## src/rtl/core/rfd_pkg.sv

```systemverilog
package rfd_pkg;

	localparam int NUM_KEYS  = 15;
	localparam int TIME_BITS = 32;
	localparam int NUM_SLOTS = NUM_KEYS + 2;

	localparam int FRAME_W   = 64;
	localparam int NOW_W     = 32;
	localparam int STICK_W   = 11;
	localparam int NUM_STICKS = 4;
	localparam int SWITCH_W  = 4;
	localparam int AXIS_W    = 16;
	localparam int NUM_AXES  = 3;
	localparam int BUTTON_W  = 2;
	localparam int KEY_W     = 16;
	localparam int EDGE_W    = 17;
	localparam int LOCKOUT_W = 16;

	localparam int LEFT_EDGE_BIT  = 15;
	localparam int RIGHT_EDGE_BIT = 16;

	localparam logic [LOCKOUT_W-1:0] LOCKOUT_RESET = 16'd50;
	localparam logic [STICK_W-1:0]   STICK_OFFSET  = 11'h400;

	// right switch code, off means the frame is not taken
	typedef enum logic [1:0] {
		RSW_OFF  = 2'd0,
		RSW_UP   = 2'd1,
		RSW_DOWN = 2'd2,
		RSW_MID  = 2'd3
	} rsw_code_t;

endpackage

```

## src/rtl/core/remote_frame_decode_with_key_edges.sv

```systemverilog
// a frame passes through the input register and then the result register before it is on the outputs
// throughput: one frame per cycle while the output is not stalled, set by the input register and the result register
// decode and the 17 parallel lockout compares fit between the two registers
// a stalled result holds both stages and stalls the input
// reset: pipeline empty, held record and press times cleared, lockout set to 50 ms
module remote_frame_decode_with_key_edges (
	input  logic                                        clk,
	input  logic                                        arst_n,
	input  logic                                        cfg_wr_en,
	input  logic        [rfd_pkg::LOCKOUT_W-1:0]        cfg_wr_data,
	input  logic                                        in_valid,
	output logic                                        in_stall,
	input  logic        [rfd_pkg::FRAME_W-1:0]          frame_low,
	input  logic        [rfd_pkg::FRAME_W-1:0]          frame_high,
	input  logic        [rfd_pkg::NOW_W-1:0]            now_ms,
	output logic                                        out_valid,
	input  logic                                        out_stall,
	output logic signed [rfd_pkg::STICK_W-1:0]          stick_1,
	output logic signed [rfd_pkg::STICK_W-1:0]          stick_2,
	output logic signed [rfd_pkg::STICK_W-1:0]          stick_3,
	output logic signed [rfd_pkg::STICK_W-1:0]          stick_4,
	output logic        [rfd_pkg::SWITCH_W-1:0]         switches,
	output logic signed [rfd_pkg::AXIS_W-1:0]           mouse_dx,
	output logic signed [rfd_pkg::AXIS_W-1:0]           mouse_dy,
	output logic signed [rfd_pkg::AXIS_W-1:0]           mouse_dz,
	output logic        [rfd_pkg::BUTTON_W-1:0]         mouse_buttons,
	output logic        [rfd_pkg::KEY_W-1:0]            key_mask,
	output logic        [rfd_pkg::EDGE_W-1:0]           press_edges,
	output logic                                        frame_ok
);
	import rfd_pkg::*;

	logic                    valid_s1;
	logic [FRAME_W-1:0]      frame_low_s1;
	logic [FRAME_W-1:0]      frame_high_s1;
	logic [TIME_BITS-1:0]    now_s1;

	logic                    valid_s2;
	logic [EDGE_W-1:0]       edges_s2;
	logic                    ok_s2;

	logic [LOCKOUT_W-1:0]    lockout_q;
	logic [STICK_W-1:0]      sticks_q [NUM_STICKS];
	logic [SWITCH_W-1:0]     switches_q;
	logic [AXIS_W-1:0]       axes_q [NUM_AXES];
	logic [BUTTON_W-1:0]     buttons_q;
	logic [KEY_W-1:0]        keys_q;
	logic [TIME_BITS-1:0]    press_time_q [NUM_SLOTS];

	logic                    adv;
	logic                    in_xfer;
	rsw_code_t               rsw_code;
	logic                    ok_d;
	logic [KEY_W-1:0]        keys_d;
	logic [BUTTON_W-1:0]     buttons_d;
	logic [STICK_W-1:0]      sticks_d [NUM_STICKS];
	logic [AXIS_W-1:0]       axes_d [NUM_AXES];
	logic [NUM_SLOTS-1:0]    slot_on;
	logic [NUM_SLOTS-1:0]    slot_was;
	logic [NUM_SLOTS-1:0]    hit;
	logic [EDGE_W-1:0]       edges_d;

	// output register frees up or moves on this cycle
	assign adv      = valid_s1 && (!valid_s2 || !out_stall);
	assign in_stall = valid_s1 && !adv;
	assign in_xfer  = in_valid && !in_stall;

	// frame decode
	assign rsw_code  = rsw_code_t'(frame_low_s1[45:44]);
	assign ok_d      = (rsw_code != RSW_OFF);
	assign keys_d    = frame_high_s1[63:48];
	assign buttons_d = {|frame_high_s1[47:40], |frame_high_s1[39:32]};
	assign axes_d[0] = frame_low_s1[63:48];
	assign axes_d[1] = frame_high_s1[15:0];
	assign axes_d[2] = frame_high_s1[31:16];

	always_comb begin
		for (int j = 0; j < NUM_STICKS; j++) begin
			sticks_d[j] = frame_low_s1[STICK_W*j +: STICK_W] ^ STICK_OFFSET;
		end
	end

	// press edges with per-slot lockout
	always_comb begin
		logic [TIME_BITS-1:0] elapsed;
		slot_on  = '0;
		slot_was = '0;
		for (int k = 0; k < NUM_KEYS; k++) begin
			slot_on[k]  = keys_d[k];
			slot_was[k] = keys_q[k];
		end
		slot_on[NUM_KEYS]    = buttons_d[0];
		slot_was[NUM_KEYS]   = buttons_q[0];
		slot_on[NUM_KEYS+1]  = buttons_d[1];
		slot_was[NUM_KEYS+1] = buttons_q[1];
		for (int i = 0; i < NUM_SLOTS; i++) begin
			elapsed = now_s1 - press_time_q[i];
			hit[i]  = ok_d && slot_on[i] && !slot_was[i] &&
				(elapsed >= TIME_BITS'(lockout_q));
		end
	end

	always_comb begin
		edges_d = '0;
		for (int k = 0; k < NUM_KEYS; k++) begin
			edges_d[k] = hit[k];
		end
		edges_d[LEFT_EDGE_BIT]  = edges_d[LEFT_EDGE_BIT] | hit[NUM_KEYS];
		edges_d[RIGHT_EDGE_BIT] = hit[NUM_KEYS+1];
	end

	always_ff @(posedge clk or negedge arst_n) begin
		if (!arst_n) begin
			lockout_q <= LOCKOUT_RESET;
		end else if (cfg_wr_en) begin
			lockout_q <= cfg_wr_data;
		end
	end

	always_ff @(posedge clk or negedge arst_n) begin
		if (!arst_n) begin
			valid_s1 <= 1'b0;
			valid_s2 <= 1'b0;
		end else begin
			if (in_xfer) begin
				valid_s1 <= 1'b1;
			end else if (adv) begin
				valid_s1 <= 1'b0;
			end
			if (adv) begin
				valid_s2 <= 1'b1;
			end else if (!out_stall) begin
				valid_s2 <= 1'b0;
			end
		end
	end

	always_ff @(posedge clk) begin
		if (in_xfer) begin
			frame_low_s1  <= frame_low;
			frame_high_s1 <= frame_high;
			now_s1        <= now_ms[TIME_BITS-1:0];
		end
		if (adv) begin
			edges_s2 <= edges_d;
			ok_s2    <= ok_d;
		end
	end

	// held record doubles as the output register
	always_ff @(posedge clk or negedge arst_n) begin
		if (!arst_n) begin
			for (int j = 0; j < NUM_STICKS; j++) begin
				sticks_q[j] <= '0;
			end
			for (int a = 0; a < NUM_AXES; a++) begin
				axes_q[a] <= '0;
			end
			switches_q <= '0;
			buttons_q  <= '0;
			keys_q     <= '0;
			for (int i = 0; i < NUM_SLOTS; i++) begin
				press_time_q[i] <= '0;
			end
		end else if (adv && ok_d) begin
			for (int j = 0; j < NUM_STICKS; j++) begin
				sticks_q[j] <= sticks_d[j];
			end
			for (int a = 0; a < NUM_AXES; a++) begin
				axes_q[a] <= axes_d[a];
			end
			switches_q <= frame_low_s1[47:44];
			buttons_q  <= buttons_d;
			keys_q     <= keys_d;
			for (int i = 0; i < NUM_SLOTS; i++) begin
				if (hit[i]) begin
					press_time_q[i] <= now_s1;
				end
			end
		end
	end

	assign out_valid     = valid_s2;
	assign stick_1       = sticks_q[0];
	assign stick_2       = sticks_q[1];
	assign stick_3       = sticks_q[2];
	assign stick_4       = sticks_q[3];
	assign switches      = switches_q;
	assign mouse_dx      = axes_q[0];
	assign mouse_dy      = axes_q[1];
	assign mouse_dz      = axes_q[2];
	assign mouse_buttons = buttons_q;
	assign key_mask      = keys_q;
	assign press_edges   = edges_s2;
	assign frame_ok      = ok_s2;

endmodule

```

## config.mk

```make
export PLATFORM = sky130hd
export DESIGN_NAME = remote_frame_decode_with_key_edges
export DESIGN_NICKNAME = d
export VERILOG_FILES = /design/src/rtl/core/rfd_pkg.sv /design/src/rtl/core/remote_frame_decode_with_key_edges.sv
export SDC_FILE = /design/constraint.sdc
export NUM_CORES = 2
export LEC_CHECK = 0
export BUFFER_PORTS_ARGS = -buffer_cell sky130_fd_sc_hd__buf_2
export CAP_MARGIN = 15
export CORE_MARGIN = 5
export CORE_UTILIZATION = 55
export CTS_CLUSTER_DIAMETER = 50
export DETAILED_ROUTE_END_ITERATION = 7
export PLACE_DENSITY_LB_ADDON = 0.2
export RECOVER_POWER = 50
export SLEW_MARGIN = 20
export SYNTH_ARGS = -nofsm -noshare
export SYNTH_HDL_FRONTEND = slang
export SYNTH_SLANG_ARGS = --single-unit
```

## constraint.sdc

```tcl
create_clock -name clk -period 7.6 [get_ports clk]
set_input_delay 0.76 -clock clk [delete_from_list [all_inputs] [get_ports clk]]
set_output_delay 0.76 -clock clk [all_outputs]
set_load 0.01 [all_outputs]
```

==> flow_summary.ini <==
[drt]
vias = 58489
drc = 0
viasPerCell = 6.11
dr.pass1.iters = 8
first_iter_violations = 4519
antenna_left = 0
wire_per_inst_um = 21.9
drt_wl_total_um = 209000

[clock_tree]
root_buffer = clkbuf_16
clk_path_buf_depth = 3
cts_resized = 0
clock_tree.htree_level_count = 3
cts_tree = built
clkSinkCount = 854
cts_made_buffers = 118
clkTransAtPathRegs_ps = 60
worstSkewPairLatency_ps = 760

[synthesis]
synth.net_count = 8530
synth_common_cells = 799 x ha_1, 744 x nand2_1, 673 x dfrtp_1, 663 x inv_1, 582 x a21oi_1
synthArstFlopShare_pct = 79.2
yosysWarningCount = 0
synth_top_cell_by_area = dfrtp_1
syn_avg_cell_area_sq_um = 9.08
synth_area_leaders = dfrtp_1 25%, ha_1 15%, mux2_2 8.3%
ys_ff_latch = 854
synth_seq_area_share_pct = 32.5
postSynthCellCount = 7533
ys_types = 97
yosys_most_used_dff = dfrtp_1
netlist_area_sq_um = 68400
synth_top_area_share_pct = 24.6
synth_edf_count = 178
post-synth-top-count-cell = ha_1

[timing]
rsz0062_at_grt = no
worst_pin_slew_ps = 4500
slew_headroom_pct = -200
setup_tns_ps = 0
fmax_ghz = 0.143
finalMaxSlewViolations = 384
fin_crit_sh_pct = 92.0
hold_viol = 0
period_minus_slack_ps = 6990
finalClockSkew_ps = 75.4
setup_viol = 0

[floorplan]
die_x_um = 363
start_util_pct = 55.3
coreArea_sq_um = 124000
placementRows = 129
die_h_um = 363
dieArea_sq_um = 132000
pin_count = 315

[global_route]
antenna_found_initial = 14
grt_first_pass_wirelength_um = 323000
grt_max_degree = 159
grt.total_usage_pct = 31.0
grt_pass1_vias = 56538
overflow = 0

[placed_design]
dp_hpwl_um = 153000
gp_congestion = 0.959
port_buffers = 314

[outcome]
failed_checks = capacitance limit, slew limit
status = finished with violations

[setup_path]
worstPathMaxFanout = 27
worst_setup_path_end_kind = flop
crit_arrival_ps = 7610
worstSetupStartpointType = flop
critPathRequiredTime_ps = 8220
setup.worst_path.class = reg -> reg

[pwr]
p_leak_nw = 34.9
powerDensity_nw_per_um2 = 386
ir_worst_vdd_mv = 0.226
total_power_mw = 29.3

[worst_hold_path]
min_path_type = in -> reg

[job]
maxCapViolations = 10

[final_layout]
fin_nets = 8822
area_delta_synth_final_pct = 11.1
layout-drive-gt1-share_pct = 13.8
## cells by family after synthesis
logic type      Yosys count  synth area share (%)
compound gates         1941                  18.3
fa+ha+maj               816                  15.1
mux                     591                  9.78
xor+xnor                371                  4.75
buf+inv                 935                  5.30
flops                   854                  32.5
simple gates           2025                  14.2
## placed cells by master, fill, tap and decap left out, types with 23 or more instances in the layout
cell / instances
buf_2: 172
mux2i_1: 56
a21boi_0: 23
nand2_1: 743
edfxtp_1: 178
o211ai_1: 75
nand2b_1: 106
xnor2_1: 238
nand3_1: 156
clkbuf_1: 172
and3_1: 53
a31oi_1: 63
nand4_1: 140
o2111ai_1: 31
nor2_1: 394
nor2b_1: 69
a211o_1: 28
or3_1: 34
nor4_1: 48
and2_1: 38
o21bai_1: 60
o31ai_1: 35
and4_1: 31
inv_1: 659
clkbuf_16: 118
a2111oi_0: 24
mux2_4: 29
a211oi_1: 91
buf_4: 100
o31a_1: 26
dfrtp_1: 673
o21ai_0: 384
ha_1: 799
a21o_1: 191
mux2_2: 506
a21oi_1: 582
o21a_1: 120
nor3_1: 109
xor2_1: 133
## path summary, 6_finish.rpt
check / slack (ps) / from / endpoint / cells past startpoint
setup / recovery: 610 / out_valid / press_time_q[41] / 9
hold / removal: 180 / frame_low[60] / frame_low_s1[60] / 1
setup reg to reg: 610 / out_valid / press_time_q[41] / 9
hold reg to reg: 430 / frame_low_s1[19] / stick_2[8] / 2
max in group asynchronous: 2050 / arst_n / key_mask[13] / 3
min in group asynchronous: 2180 / arst_n / lockout_q[14] / 2
## per-stage QoR
step	hold WS [ps]	utilization [%]	area, sq um	cells	setup WS [ps]
6_report	181	61.5	76000	9575	608
5_1_grt	133	61.5	76000	9571	470
4_1_cts	131	61.7	76200	9565	887
3_5_place_dp	420	58.4	72200	9341	922
3_3_place_gp	418	58.4	72200	9341	1090
2_1_floorplan	414	-	68400	7533	1130
## power by group
part | internal [mW] | switching (mW)
sequential | 6.01 | 0.702
clock | 3.33 | 2.28
combinational | 7.27 | 9.70
## repair_timing
item | 4_1_cts | 5_1_grt
hold endpoints to repair | 4 | 0
endpoints found under the setup margin | 0 | 0
buffers inserted | 0 | 0
hold buffers | 1 | 0
## metal layers
metal,vias to the layer above,GRT usage [%],share of wire [%]
li1,27927,-,-
met1,28346,41.7,43
met2,1820,51.4,47
met3,396,4.14,6.4
met4,0,10.9,4.0
met5,-,0,0
## critical path, cell delays in order, from the launching register on
cell and delay [ps]:
dfrtp_1 400, nand2_1 100, nand2_2 60, clkbuf_1 900, clkinv_1 180, clkbuf_1 2450, nand2_1 1440, nor4_2 510
buf_4 360, mux2_2 370
## sequential cells by signal, summed over array words and instances (netlist names), 17 cells and up
signal and cells:
press_edges 17, frame_low_s1 64, frame_high_s1 64, press_time_q 544, now_s1 32
## cell type report
type / instances / area [sq um]
flip-flops and latches: 854 / 22300
multi-input cells: 5744 / 42600
fillers: 10834 / 47600
clock inverters: 69 / 798
repair buffers: 442 / 2500
clock buffers: 154 / 3240
diodes: 10 / 25.0
inverters: 665 / 2500
well taps: 1637 / 2050
Power figures use the tool's default switching activity.
